$ cat src/rtl/pan_tilt_face_tracking_servo_core_defines.svh
// Assertion macros for the pan/tilt face tracking servo core.
// Included by the top level; the macros expect clk and rst_n in scope.
`ifndef PAN_TILT_FACE_TRACKING_SERVO_CORE_DEFINES_SVH
`define PAN_TILT_FACE_TRACKING_SERVO_CORE_DEFINES_SVH

// The consequent must hold in the same cycle as the antecedent.
`define PTFTS_ASSERT_SAME(label, ante, cons) \
    label: assert property (@(posedge clk) disable iff (!rst_n) (ante) |-> (cons)) \
        else $error("ptfts assertion failed");

// The consequent must hold in the cycle after the antecedent.
`define PTFTS_ASSERT_NEXT(label, ante, cons) \
    label: assert property (@(posedge clk) disable iff (!rst_n) (ante) |=> (cons)) \
        else $error("ptfts assertion failed");

`endif

$ cat src/rtl/ptfts_pkg.sv
// Shared types, widths and constants of the pan/tilt face tracking servo core.
// No dependencies; every other RTL file but the defines header refers to this package by scoped names.
package ptfts_pkg;

    // Field widths.
    localparam int COORD_W    = 12;
    localparam int DEAD_W     = 16;
    localparam int DEAD_FRAC  = 16;
    localparam int POS_W      = 12;
    localparam int CFG_IDX_W  = 3;
    localparam int CFG_DATA_W = 16;

    // Internal widths.
    localparam int CENTER_W = 14;
    localparam int NUM_W    = 14;
    localparam int MAG_W    = 13;
    localparam int DIVD_W   = 18;
    localparam int DZP_W    = DEAD_W + COORD_W;
    localparam int STEPS_W  = 21;
    localparam int SUM_W    = 23;
    localparam int CNT_W    = 5;

    // Scaling: steps = trunc(trunc(20*|offset|) * 4096 / 360) = trunc(coarse * 512 / 45).
    localparam int SCALE_SH    = 9;
    localparam int SCALE_DIV   = 45;
    localparam int RECIP_W     = 27;
    localparam int PROD_W      = DIVD_W + RECIP_W;
    localparam int RECIP_SHIFT = 32 - SCALE_SH;
    localparam logic [RECIP_W-1:0] RECIP_45 = 27'd95443717;
    localparam int DIV_STEPS   = DIVD_W;

    localparam logic [POS_W-1:0] POS_MAX = 12'd2048;

    // Reset values of the configuration registers.
    localparam logic [COORD_W-1:0] FRAME_WIDTH_RST   = 12'd640;
    localparam logic [COORD_W-1:0] FRAME_HEIGHT_RST  = 12'd640;
    localparam logic [COORD_W-1:0] CLIP_LIMIT_RST    = 12'd640;
    localparam logic [DEAD_W-1:0]  DEAD_ZONE_RST     = 16'd6554;
    localparam logic [COORD_W-1:0] REPEAT_WINDOW_RST = 12'd50;

    typedef enum logic [CFG_IDX_W-1:0] {
        REG_FRAME_WIDTH   = 3'd0,
        REG_FRAME_HEIGHT  = 3'd1,
        REG_CLIP_LIMIT    = 3'd2,
        REG_DEAD_ZONE     = 3'd3,
        REG_REPEAT_WINDOW = 3'd4
    } cfg_reg_t;

    typedef struct packed {
        logic signed [COORD_W-1:0] box_x;
        logic signed [COORD_W-1:0] box_y;
        logic [COORD_W-1:0]        box_width;
        logic [COORD_W-1:0]        box_height;
        logic                      first_of_frame;
    } box_t;

    typedef struct packed {
        logic             commanded;
        logic [POS_W-1:0] pan_angle;
        logic [POS_W-1:0] tilt_angle;
    } result_t;

    typedef struct packed {
        logic [COORD_W-1:0] frame_width;
        logic [COORD_W-1:0] frame_height;
        logic [COORD_W-1:0] clip_limit;
        logic [DEAD_W-1:0]  dead_zone;
        logic [COORD_W-1:0] repeat_window;
    } cfg_t;

    // Commands from the controller to the datapath.
    typedef struct packed {
        logic capture;
        logic prep;
        logic decide;
        logic dead;
        logic div_step;
        logic recip;
        logic fix;
        logic update;
        logic out_load;
    } cmd_t;

    // Status from the datapath to the controller.
    typedef struct packed {
        logic skip;
    } stat_t;

endpackage

$ cat src/rtl/ptfts_axis.sv
// One axis lane: dead-zone test, serial divider and scaling to servo steps.
// Depends on ptfts_pkg; instantiated twice by ptfts_dp.
module ptfts_axis (
    input  logic                                clk,
    input  ptfts_pkg::cmd_t                     cmd,
    input  logic signed [ptfts_pkg::NUM_W-1:0]  num,
    input  logic [ptfts_pkg::COORD_W-1:0]       den,
    input  logic [ptfts_pkg::DEAD_W-1:0]        dead_zone,
    output logic                                neg,
    output logic [ptfts_pkg::STEPS_W-1:0]       steps
);

    logic                              neg_reg;
    logic [ptfts_pkg::MAG_W-1:0]       mag_reg;
    logic [ptfts_pkg::COORD_W-1:0]     den_reg;
    logic                              den_zero_reg;
    logic [ptfts_pkg::DZP_W-1:0]       dzp_reg;
    logic                              quiet_reg;
    logic [ptfts_pkg::COORD_W-1:0]     rem_reg;
    logic [ptfts_pkg::DIVD_W-1:0]      quo_reg;
    logic [ptfts_pkg::PROD_W-1:0]      prod_reg;
    logic [ptfts_pkg::STEPS_W-1:0]     steps_reg;

    logic [ptfts_pkg::NUM_W-1:0]       num_abs;
    logic [ptfts_pkg::DIVD_W-1:0]      gain;
    logic [ptfts_pkg::COORD_W:0]       shifted;
    logic [ptfts_pkg::COORD_W+1:0]     trial;
    logic                              fits;
    logic                              below;
    logic [ptfts_pkg::STEPS_W-1:0]     q_est;
    logic [ptfts_pkg::RECIP_W-1:0]     est45;
    logic [ptfts_pkg::RECIP_W-1:0]     scaled;
    logic [ptfts_pkg::RECIP_W-1:0]     rem_s;
    logic                              corr;

    always_comb
    begin
        num_abs = num[ptfts_pkg::NUM_W-1] ? ptfts_pkg::NUM_W'(-num)
                                          : ptfts_pkg::NUM_W'(num);
        // 20 * magnitude as two shifted adds.
        gain    = ptfts_pkg::DIVD_W'({mag_reg, 4'b0000})
                + ptfts_pkg::DIVD_W'({mag_reg, 2'b00});
        shifted = {rem_reg, quo_reg[ptfts_pkg::DIVD_W-1]};
        trial   = {1'b0, shifted} - {2'b00, den_reg};
        fits    = !trial[ptfts_pkg::COORD_W+1];
        below   = ({mag_reg, {ptfts_pkg::DEAD_FRAC{1'b0}}}
                  < {1'b0, dzp_reg});
        // The reciprocal estimate is exact or one low; one compare fixes it.
        q_est   = prod_reg[ptfts_pkg::RECIP_SHIFT +: ptfts_pkg::STEPS_W];
        est45   = ptfts_pkg::RECIP_W'(q_est)
                * ptfts_pkg::RECIP_W'(ptfts_pkg::SCALE_DIV);
        scaled  = {quo_reg, {ptfts_pkg::SCALE_SH{1'b0}}};
        rem_s   = scaled - est45;
        corr    = (rem_s >= ptfts_pkg::RECIP_W'(ptfts_pkg::SCALE_DIV));
    end

    always_ff @(posedge clk)
    begin
        if (cmd.decide)
        begin
            neg_reg      <= num[ptfts_pkg::NUM_W-1];
            mag_reg      <= num_abs[ptfts_pkg::MAG_W-1:0];
            den_reg      <= den;
            den_zero_reg <= (den == '0);
        end
        if (cmd.dead)
        begin
            dzp_reg <= ptfts_pkg::DZP_W'(dead_zone) * ptfts_pkg::DZP_W'(den_reg);
            rem_reg <= '0;
            quo_reg <= gain;
        end
        if (cmd.div_step)
        begin
            rem_reg <= fits ? trial[ptfts_pkg::COORD_W-1:0]
                            : shifted[ptfts_pkg::COORD_W-1:0];
            quo_reg <= {quo_reg[ptfts_pkg::DIVD_W-2:0], fits};
        end
        if (cmd.recip)
        begin
            prod_reg  <= ptfts_pkg::PROD_W'(quo_reg) * ptfts_pkg::PROD_W'(ptfts_pkg::RECIP_45);
            quiet_reg <= den_zero_reg | below;
        end
        if (cmd.fix)
        begin
            steps_reg <= quiet_reg ? '0 : q_est + ptfts_pkg::STEPS_W'(corr);
        end
    end

    assign neg   = neg_reg;
    assign steps = steps_reg;

endmodule

$ cat src/rtl/ptfts_dp.sv
// Datapath: box clipping, repeat-window test, tracked state and result register.
// Depends on ptfts_pkg and ptfts_axis.
module ptfts_dp (
    input  logic               clk,
    input  logic               rst_n,
    input  ptfts_pkg::cmd_t    cmd,
    input  ptfts_pkg::cfg_t    cfg,
    input  ptfts_pkg::box_t    box,
    output ptfts_pkg::stat_t   stat,
    output ptfts_pkg::result_t result
);

    ptfts_pkg::box_t                  box_reg;
    ptfts_pkg::result_t               result_reg;
    logic [ptfts_pkg::CENTER_W-1:0]   center_reg;
    logic [ptfts_pkg::COORD_W-1:0]    bottom_reg;
    logic [ptfts_pkg::CENTER_W-1:0]   last_reg;
    logic [ptfts_pkg::POS_W-1:0]      pan_reg;
    logic [ptfts_pkg::POS_W-1:0]      tilt_reg;
    logic                             skipping_reg;
    logic                             commanded_reg;

    logic [ptfts_pkg::COORD_W-1:0]    x_c;
    logic [ptfts_pkg::COORD_W-1:0]    y_c;
    logic [ptfts_pkg::COORD_W:0]      sum_x;
    logic [ptfts_pkg::COORD_W:0]      sum_y;
    logic [ptfts_pkg::COORD_W:0]      lim;
    logic [ptfts_pkg::CENTER_W-1:0]   center_next;
    logic [ptfts_pkg::COORD_W-1:0]    bottom_next;
    logic [ptfts_pkg::CENTER_W:0]     diff_s;
    logic [ptfts_pkg::CENTER_W-1:0]   diff;
    logic                             in_window;
    logic                             skip;
    logic signed [ptfts_pkg::NUM_W-1:0] num_x;
    logic signed [ptfts_pkg::NUM_W-1:0] num_y;
    logic                             neg_x;
    logic                             neg_y;
    logic [ptfts_pkg::STEPS_W-1:0]    steps_x;
    logic [ptfts_pkg::STEPS_W-1:0]    steps_y;
    logic signed [ptfts_pkg::SUM_W-1:0] pan_sum;
    logic signed [ptfts_pkg::SUM_W-1:0] tilt_sum;

    function automatic logic [ptfts_pkg::POS_W-1:0] saturate(
        input logic signed [ptfts_pkg::SUM_W-1:0] v
    );
        logic [ptfts_pkg::POS_W-1:0] r;
        if (v < 0)
            r = '0;
        else if (v > $signed(ptfts_pkg::SUM_W'(ptfts_pkg::POS_MAX)))
            r = ptfts_pkg::POS_MAX;
        else
            r = v[ptfts_pkg::POS_W-1:0];
        return r;
    endfunction

    function automatic logic signed [ptfts_pkg::SUM_W-1:0] apply(
        input logic [ptfts_pkg::POS_W-1:0]   pos,
        input logic                          neg,
        input logic [ptfts_pkg::STEPS_W-1:0] steps
    );
        logic signed [ptfts_pkg::SUM_W-1:0] p;
        logic signed [ptfts_pkg::SUM_W-1:0] s;
        p = $signed(ptfts_pkg::SUM_W'(pos));
        s = $signed(ptfts_pkg::SUM_W'(steps));
        return neg ? p - s : p + s;
    endfunction

    always_comb
    begin
        // Clip: negative edges go to zero, right and bottom edges to the limit.
        x_c   = box_reg.box_x[ptfts_pkg::COORD_W-1] ? '0 : $unsigned(box_reg.box_x);
        y_c   = box_reg.box_y[ptfts_pkg::COORD_W-1] ? '0 : $unsigned(box_reg.box_y);
        lim   = {1'b0, cfg.clip_limit};
        sum_x = {1'b0, x_c} + {1'b0, box_reg.box_width};
        sum_y = {1'b0, y_c} + {1'b0, box_reg.box_height};
        center_next = (sum_x > lim)
                    ? ptfts_pkg::CENTER_W'(x_c) + ptfts_pkg::CENTER_W'(cfg.clip_limit)
                    : ptfts_pkg::CENTER_W'(x_c) + ptfts_pkg::CENTER_W'(sum_x);
        bottom_next = (sum_y > lim) ? cfg.clip_limit : sum_y[ptfts_pkg::COORD_W-1:0];

        diff_s    = {1'b0, last_reg} - {1'b0, center_reg};
        diff      = diff_s[ptfts_pkg::CENTER_W] ? ptfts_pkg::CENTER_W'(-diff_s)
                                                : diff_s[ptfts_pkg::CENTER_W-1:0];
        in_window = (diff < {1'b0, cfg.repeat_window, 1'b0});
        skip      = (skipping_reg & ~box_reg.first_of_frame) | in_window;

        num_x = $signed(center_reg - ptfts_pkg::NUM_W'(cfg.frame_width));
        num_y = $signed({1'b0, bottom_reg, 1'b0} - ptfts_pkg::NUM_W'(cfg.frame_height));

        pan_sum  = apply(pan_reg, neg_x, steps_x);
        tilt_sum = apply(tilt_reg, neg_y, steps_y);
    end

    ptfts_axis u_axis_x (
        .clk       (clk),
        .cmd       (cmd),
        .num       (num_x),
        .den       (cfg.frame_width),
        .dead_zone (cfg.dead_zone),
        .neg       (neg_x),
        .steps     (steps_x)
    );

    ptfts_axis u_axis_y (
        .clk       (clk),
        .cmd       (cmd),
        .num       (num_y),
        .den       (cfg.frame_height),
        .dead_zone (cfg.dead_zone),
        .neg       (neg_y),
        .steps     (steps_y)
    );

    always_ff @(posedge clk)
    begin
        if (cmd.capture)
            box_reg <= box;
        if (cmd.prep)
        begin
            center_reg <= center_next;
            bottom_reg <= bottom_next;
        end
        if (cmd.decide)
            commanded_reg <= ~skip;
        if (cmd.out_load)
            result_reg <= '{commanded: commanded_reg, pan_angle: pan_reg,
                            tilt_angle: tilt_reg};
    end

    always_ff @(posedge clk or negedge rst_n)
    begin
        if (!rst_n)
        begin
            skipping_reg <= 1'b0;
            last_reg     <= '0;
            pan_reg      <= '0;
            tilt_reg     <= '0;
        end
        else
        begin
            if (cmd.decide)
                skipping_reg <= skip;
            if (cmd.update)
            begin
                last_reg <= center_reg;
                pan_reg  <= saturate(pan_sum);
                tilt_reg <= saturate(tilt_sum);
            end
        end
    end

    assign stat.skip = skip;
    assign result    = result_reg;

endmodule

$ cat src/rtl/ptfts_ctrl.sv
// Controller: one-hot sequencer that steps one box through the datapath.
// Depends on ptfts_pkg; drives ptfts_dp through the command struct.
module ptfts_ctrl (
    input  logic             clk,
    input  logic             rst_n,
    input  logic             box_valid,
    output logic             box_stall,
    output logic             result_valid,
    input  logic             result_stall,
    input  ptfts_pkg::stat_t stat,
    output ptfts_pkg::cmd_t  cmd
);

    typedef enum logic [8:0] {
        S_IDLE   = 9'b000000001,
        S_PREP   = 9'b000000010,
        S_DECIDE = 9'b000000100,
        S_DEAD   = 9'b000001000,
        S_DIV    = 9'b000010000,
        S_RECIP  = 9'b000100000,
        S_FIX    = 9'b001000000,
        S_UPDATE = 9'b010000000,
        S_DONE   = 9'b100000000
    } state_t;

    state_t                        state_reg;
    state_t                        state_next;
    logic [ptfts_pkg::CNT_W-1:0]   cnt_reg;
    logic [ptfts_pkg::CNT_W-1:0]   cnt_next;
    logic                          out_valid_reg;
    logic                          out_valid_next;

    always_comb
    begin
        state_next = state_reg;
        cnt_next   = cnt_reg;
        cmd        = '0;
        case (state_reg)
            S_IDLE:
            begin
                if (box_valid)
                begin
                    cmd.capture = 1'b1;
                    state_next  = S_PREP;
                end
            end
            S_PREP:
            begin
                cmd.prep   = 1'b1;
                state_next = S_DECIDE;
            end
            S_DECIDE:
            begin
                cmd.decide = 1'b1;
                state_next = stat.skip ? S_DONE : S_DEAD;
            end
            S_DEAD:
            begin
                cmd.dead   = 1'b1;
                cnt_next   = '0;
                state_next = S_DIV;
            end
            S_DIV:
            begin
                cmd.div_step = 1'b1;
                cnt_next     = cnt_reg + 1'b1;
                if (cnt_reg == ptfts_pkg::CNT_W'(ptfts_pkg::DIV_STEPS - 1))
                    state_next = S_RECIP;
            end
            S_RECIP:
            begin
                cmd.recip  = 1'b1;
                state_next = S_FIX;
            end
            S_FIX:
            begin
                cmd.fix    = 1'b1;
                state_next = S_UPDATE;
            end
            S_UPDATE:
            begin
                cmd.update = 1'b1;
                state_next = S_DONE;
            end
            S_DONE:
            begin
                if (!out_valid_reg || !result_stall)
                begin
                    cmd.out_load = 1'b1;
                    state_next   = S_IDLE;
                end
            end
            default:
            begin
                state_next = S_IDLE;
            end
        endcase

        if (cmd.out_load)
            out_valid_next = 1'b1;
        else if (!result_stall)
            out_valid_next = 1'b0;
        else
            out_valid_next = out_valid_reg;
    end

    always_ff @(posedge clk or negedge rst_n)
    begin
        if (!rst_n)
        begin
            state_reg     <= S_IDLE;
            cnt_reg       <= '0;
            out_valid_reg <= 1'b0;
        end
        else
        begin
            state_reg     <= state_next;
            cnt_reg       <= cnt_next;
            out_valid_reg <= out_valid_next;
        end
    end

    assign box_stall    = (state_reg != S_IDLE);
    assign result_valid = out_valid_reg;

endmodule

$ cat src/rtl/pan_tilt_face_tracking_servo_core.sv
// Top level of the pan/tilt face tracking servo core: configuration registers,
// controller and datapath. Depends on ptfts_pkg, ptfts_ctrl, ptfts_dp and the defines header.
//
//   channel  direction  handshake              payload
//   box      in         box_valid / box_stall  box (ptfts_pkg::box_t)
//   result   out        result_valid / stall   result (ptfts_pkg::result_t)
//   cfg      in         cfg_valid / cfg_ready  cfg_index, cfg_data
//
// A box that issues new angles passes prep, decide, dead-zone, the 18-step divider that
// both axes run at once, reciprocal, fix, update and done before the core accepts again;
// a skipped box goes from decide to done. Reset (rst_n low, asynchronous) loads the
// configuration defaults and zeroes both angles, the tracked center and the frame skip
// flag. The result register parts the two sides: a new box is taken while the last
// result still waits, and only the final hand-off waits on result_stall.
`include "pan_tilt_face_tracking_servo_core_defines.svh"

module pan_tilt_face_tracking_servo_core (
    input  logic                               clk,
    input  logic                               rst_n,
    input  logic                               box_valid,
    output logic                               box_stall,
    input  ptfts_pkg::box_t                    box,
    output logic                               result_valid,
    input  logic                               result_stall,
    output ptfts_pkg::result_t                 result,
    input  logic                               cfg_valid,
    output logic                               cfg_ready,
    input  logic [ptfts_pkg::CFG_IDX_W-1:0]    cfg_index,
    input  logic [ptfts_pkg::CFG_DATA_W-1:0]   cfg_data
);

    ptfts_pkg::cfg_t  cfg_reg;
    ptfts_pkg::cfg_t  cfg_next;
    ptfts_pkg::cmd_t  cmd;
    ptfts_pkg::stat_t stat;
    logic             angles_in_range;

    // Configuration writes are always taken; the user must write the register set only while no
    // request is in flight, which the core does not enforce, so the datapath reads it directly.
    assign cfg_ready = 1'b1;

    always_comb
    begin
        cfg_next = cfg_reg;
        if (cfg_valid)
        begin
            case (cfg_index)
                ptfts_pkg::REG_FRAME_WIDTH:
                    cfg_next.frame_width = cfg_data[ptfts_pkg::COORD_W-1:0];
                ptfts_pkg::REG_FRAME_HEIGHT:
                    cfg_next.frame_height = cfg_data[ptfts_pkg::COORD_W-1:0];
                ptfts_pkg::REG_CLIP_LIMIT:
                    cfg_next.clip_limit = cfg_data[ptfts_pkg::COORD_W-1:0];
                ptfts_pkg::REG_DEAD_ZONE:
                    cfg_next.dead_zone = cfg_data[ptfts_pkg::DEAD_W-1:0];
                ptfts_pkg::REG_REPEAT_WINDOW:
                    cfg_next.repeat_window = cfg_data[ptfts_pkg::COORD_W-1:0];
                default:
                    cfg_next = cfg_reg;
            endcase
        end
    end

    always_ff @(posedge clk or negedge rst_n)
    begin
        if (!rst_n)
        begin
            cfg_reg.frame_width   <= ptfts_pkg::FRAME_WIDTH_RST;
            cfg_reg.frame_height  <= ptfts_pkg::FRAME_HEIGHT_RST;
            cfg_reg.clip_limit    <= ptfts_pkg::CLIP_LIMIT_RST;
            cfg_reg.dead_zone     <= ptfts_pkg::DEAD_ZONE_RST;
            cfg_reg.repeat_window <= ptfts_pkg::REPEAT_WINDOW_RST;
        end
        else
        begin
            cfg_reg <= cfg_next;
        end
    end

    // The controller sequences each request; the datapath holds all arithmetic
    // and the tracked state.
    ptfts_ctrl u_ctrl (
        .clk          (clk),
        .rst_n        (rst_n),
        .box_valid    (box_valid),
        .box_stall    (box_stall),
        .result_valid (result_valid),
        .result_stall (result_stall),
        .stat         (stat),
        .cmd          (cmd)
    );

    ptfts_dp u_dp (
        .clk    (clk),
        .rst_n  (rst_n),
        .cmd    (cmd),
        .cfg    (cfg_reg),
        .box    (box),
        .stat   (stat),
        .result (result)
    );

    assign angles_in_range = (result.pan_angle <= ptfts_pkg::POS_MAX)
                          && (result.tilt_angle <= ptfts_pkg::POS_MAX);

    // Reported angles always sit inside the servo range.
    `PTFTS_ASSERT_SAME(a_angle_range, result_valid, angles_in_range)
    // Once a request is taken the core is busy on the next cycle.
    `PTFTS_ASSERT_NEXT(a_busy_after_accept, box_valid && !box_stall, box_stall)
    // The divider steps run without a gap straight into the reciprocal stage.
    `PTFTS_ASSERT_NEXT(a_div_to_recip, cmd.div_step, cmd.div_step || cmd.recip)
    // A new result never overwrites one that is still waiting.
    `PTFTS_ASSERT_SAME(a_load_when_free, cmd.out_load, !result_valid || !result_stall)

endmodule
$ cat config.mk
export PLATFORM = sky130hd
export DESIGN_NAME = pan_tilt_face_tracking_servo_core
export DESIGN_NICKNAME = d
export VERILOG_FILES = /design/src/rtl/ptfts_pkg.sv /design/src/rtl/ptfts_axis.sv /design/src/rtl/ptfts_dp.sv /design/src/rtl/ptfts_ctrl.sv /design/src/rtl/pan_tilt_face_tracking_servo_core.sv
export VERILOG_INCLUDE_DIRS = /design/src /design/src/rtl
export SDC_FILE = /design/constraint.sdc
export NUM_CORES = 2
export LEC_CHECK = 0
export BUFFER_PORTS_ARGS = -buffer_cell sky130_fd_sc_hd__buf_2
export CAP_MARGIN = 10
export CORE_UTILIZATION = 50
export CTS_CLUSTER_SIZE = 40
export DETAILED_ROUTE_END_ITERATION = 10
export PLACE_DENSITY = 0.73
export SETUP_SLACK_MARGIN = 0.4
export SKIP_CTS_REPAIR_TIMING = 1
export SYNTH_ARGS = -nofsm -noshare
export SYNTH_HDL_FRONTEND = slang
export SYNTH_SLANG_ARGS = --single-unit
$ cat constraint.sdc
create_clock -name clk -period 7.1 [get_ports clk]
set_clock_uncertainty 0.05 [all_clocks]
set_input_delay 0.71 -clock clk [delete_from_list [all_inputs] [get_ports clk]]
set_output_delay 0.71 -clock clk [all_outputs]
set_load 0.1 [all_outputs]
==> results by group <==
Run status
  • Outcome: complete, no violations

Route
  • DR WL/cell: 18.7 um
  • Detailed-route DRC error count: 0
  • First DRT Iteration DRCs: 2650
  • DR pass1 iterations: 5
  • Vias per std cell: 5.60
  • Via count: 42500
  • Detail Route Antenna Nets: 0
  • Post-Route WL: 142 mm

Yosys
  • Synth Area in Adders: 38.1%
  • EDFF count, synth: 356
  • Library cells used by synthesis: 103
  • Flops & latches, synth: 474
  • Top-area cell type share of the netlist area: 20.7%
  • Most used DFF post-synth: edfxtp_1
  • Avg Synthesized Cell Area: 9.63 um^2
  • Synth cell count leaders: 1096 x inv_1, 795 x ha_1, 593 x fa_1, 479 x nand2_1, 356 x edfxtp_1
  • Synth Warn #: 0
  • Largest family of logic cells by synthesized area: adder cells
  • Largest cells by area after synthesis: fa_1 21%, edfxtp_1 19%, ha_1 17%
  • Sequential fraction of the synthesis area: 23.9%
  • Post-synthesis mux area share: 1.02%
  • Async set or reset register ratio after synthesis: 24.9%
  • Largest area contributor in the netlist: fa_1
  • Top-count cell post-synth: inv_1
  • Net Count, Synth: 7407
  • Synth Instances: 5946
  • XOR/XNOR Fraction of Synth Area: 4.54%
  • Synthesized area: 57300 um^2
  • Post-Synth Simple-Gate Area: 12.7%
  • Synth Area in Compound Gates: 11.5%

Critical path
  • CP endpoint kind: register
  • CP startpoint kind: register
  • WP data arrival: 6.84 ns
  • Crit path buffers/inverters: 4
  • Critical-path top delay cell: or4_4
  • Worst Path Max Fanout: 10
  • Slowest stage delay, CP: 0.58 ns
  • Worst Setup EP: u_dp.u_axis_y.steps[14]$_SDFFCE_PP0N_
  • Top delay family on crit path: adder cells
  • Critical path depth: 26
  • Critical R2R Capture: u_dp.u_axis_y.steps[14]$_SDFFCE_PP0N_
  • WP data required: 7.45 ns
  • FF-to-FF path depth: 26
  • Crit path from: u_dp.u_axis_y.prod_reg[37]$_DFFE_PP_
  • Critical path type: reg2reg
  • R2R Path Start: u_dp.u_axis_y.prod_reg[37]$_DFFE_PP_
  • FF-to-FF setup slack: 0.61 ns

Pwr
  • P_int: 13.7 mW
  • Net switching power: 11.7 mW
  • Comb power frac: 70.0%
  • Leakage: 29.6 nW
  • Peak VDD IR: 0.000827 V
  • Switching portion of total power: 46.1%
  • Sequential Power Share: 18.4%
  • Power per cell area: 411 nW/um^2
  • Clock share of power: 11.6%

CTS
  • Maximum clock path buffer count: 3
  • Total number of H-tree levels: 2
  • Clock Tree Root: clkbuf_16
  • Reg clk slew, reported paths: 0.06 ns
  • Sink Count: 474
  • CTS Buf Count: 57
  • Clock Latency Late Sink: 0.68 ns
  • CTS tree: yes

Layout
  • Area Overhead vs Synth: 8.07%
  • Ratio of cells with drive above 1 in the final layout: 6.86%
  • Fin cells: 7590
  • Final #Nets: 7502
  • Max reg flops: 64

Floorplan
  • I/O pin count: 101
  • Cell Rows: 123
  • Initial Util: 50.7%
  • Die outline area: 116000 um^2
  • Die W: 340 um
  • Core area: 113000 um^2
  • Chip Height: 340 um

Placement
  • Inst Count DP: 7453
  • IO buf count: 99
  • Post-Place Worst Slack: 0.241 ns
  • Final HPWL DP: 114 mm
  • Final GP Congestion: 0.979

STA
  • RSZ-0062 raised after global routing: yes
  • Final setup vio count: 0
  • Final Hold Vio Count: 0
  • Setup_tns: 0 ns
  • Crit share post-route: 91.5%
  • Worst setup margin: 0.606 ns
  • Slew Limit Fails: 0
  • Worst-margin pin slew: 1.21 ns
  • Highest clock rate: 154 MHz
  • Rel. slew slack: 19.2%
  • Crit path time final: 6.49 ns

Global route
  • GRT Total Usage: 24.6%
  • Global-route wire length before repair: 229 mm
  • Pin count of the biggest net entering global routing: 72
  • Initial antenna violation count: 1
  • Grt ovf: 0
  • Vias in the first global route: 43900

Job
  • Max cap viols: 0

Worst hold path
  • Worst Hold Class: in2async
cell families after synthesis:
kind of cell,Yosys count
flops,474
simple gates,1479
xor+xnor,297
compound gates,1009
mux,54
buf+inv,1241
other cells,2
fa+ha+maj,1390
power groups by stage:
stage	logic, mW	registers, mW	clock network, mW
after floorplan	13.7	4.46	0
after global placement	17.0	4.72	0
after detailed placement	17.6	4.73	0
after CTS	17.8	4.68	3.00
after global routing	20.2	4.71	3.09
final	17.8	4.69	2.94
per-layer routing:
| layer | up-vias | share of wire, % | GRT usage (%) |
|---|---|---|---|
| li1 | 20100 | - | - |
| met1 | 21000 | 42 | 31.8 |
| met2 | 1163 | 48 | 42.2 |
| met3 | 285 | 5.2 | 3.15 |
| met4 | 2 | 3.9 | 9.16 |
| met5 | - | 0.0092 | 0 |
worst reg2reg max path: stages, from the launching register on:
cell       delay [ns]
edfxtp_1         0.51
ha_4             0.33
inv_1            0.05
fa_1             0.53
inv_1            0.05
fa_1             0.50
inv_1            0.06
fa_1             0.52
ha_4             0.21
buf_6            0.13
nor2b_1          0.12
o21ai_1          0.16
o31ai_2          0.10
nor4_2           0.21
o2111ai_1        0.16
a2111oi_2        0.28
o211ai_1         0.15
nor4_1           0.29
o2111ai_1        0.20
or4_4            0.58
ha_4             0.19
ha_2             0.17
and2_1           0.16
and3_4           0.18
nand4_1          0.10
xor2_1           0.18
nor2_1           0.06
final cells by class:
cell class / count / area [um^2]
Timing Repair Buffer: 181 / 1120
Antenna cell: 1 / 2.50
Clock buffer: 72 / 1510
Inverter: 1096 / 4110
Tap cell: 1500 / 1880
Fill cell: 9905 / 51100
Sequential cell: 474 / 13700
Clock inverter: 35 / 362
Multi-Input combinational cell: 4231 / 39200
per-stage QoR:
| step | hold slack, ns | area (um^2) | power [mW] | util [%] |
|---|---|---|---|---|
| floorplan | 0.350 | 57300 | 18.1 | - |
| global placement | 0.388 | 59500 | 21.8 | 52.7 |
| detailed placement | 0.395 | 59500 | 22.3 | 52.7 |
| CTS | 0.0539 | 61400 | 25.5 | 54.3 |
| global route | 0.0764 | 61900 | 28.0 | 54.8 |
| finish | 0.0357 | 61900 | 25.4 | 54.8 |
cell usage in the layout (no fill, tap or decap), drive strengths merged, types with 70 or more instances in the layout:
master / n
a21o: 106
o21ai: 256
nand3: 93
buf: 181
dfrtp: 101
fa: 593
xor2: 118
inv: 1099
nand2: 479
xnor2: 179
a21oi: 257
nor3: 103
and2: 161
edfxtp: 356
clkbuf: 72
nor2b: 70
nor2: 286
ha: 795
worst min-delay path by stage:
stage | start | endpoint | slack (ns) | cells past startpoint
after floorplan | u_dp.commanded_reg$_DFFE_PP_ | u_dp.result[24]$_DFFE_PP_ | 0.35 | 0
final | rst_n | cfg_reg[28]$_DFFE_PN0P_ | 0.04 | 1
after global placement | u_dp.commanded_reg$_DFFE_PP_ | u_dp.result[24]$_DFFE_PP_ | 0.39 | 0
after global routing | rst_n | cfg_reg[28]$_DFFE_PN0P_ | 0.08 | 1
after detailed placement | u_dp.commanded_reg$_DFFE_PP_ | u_dp.result[24]$_DFFE_PP_ | 0.40 | 0
after CTS | rst_n | cfg_reg[29]$_DFFE_PN0P_ | 0.05 | 1
No activity file was read; power rests on OpenSTA's default activity.
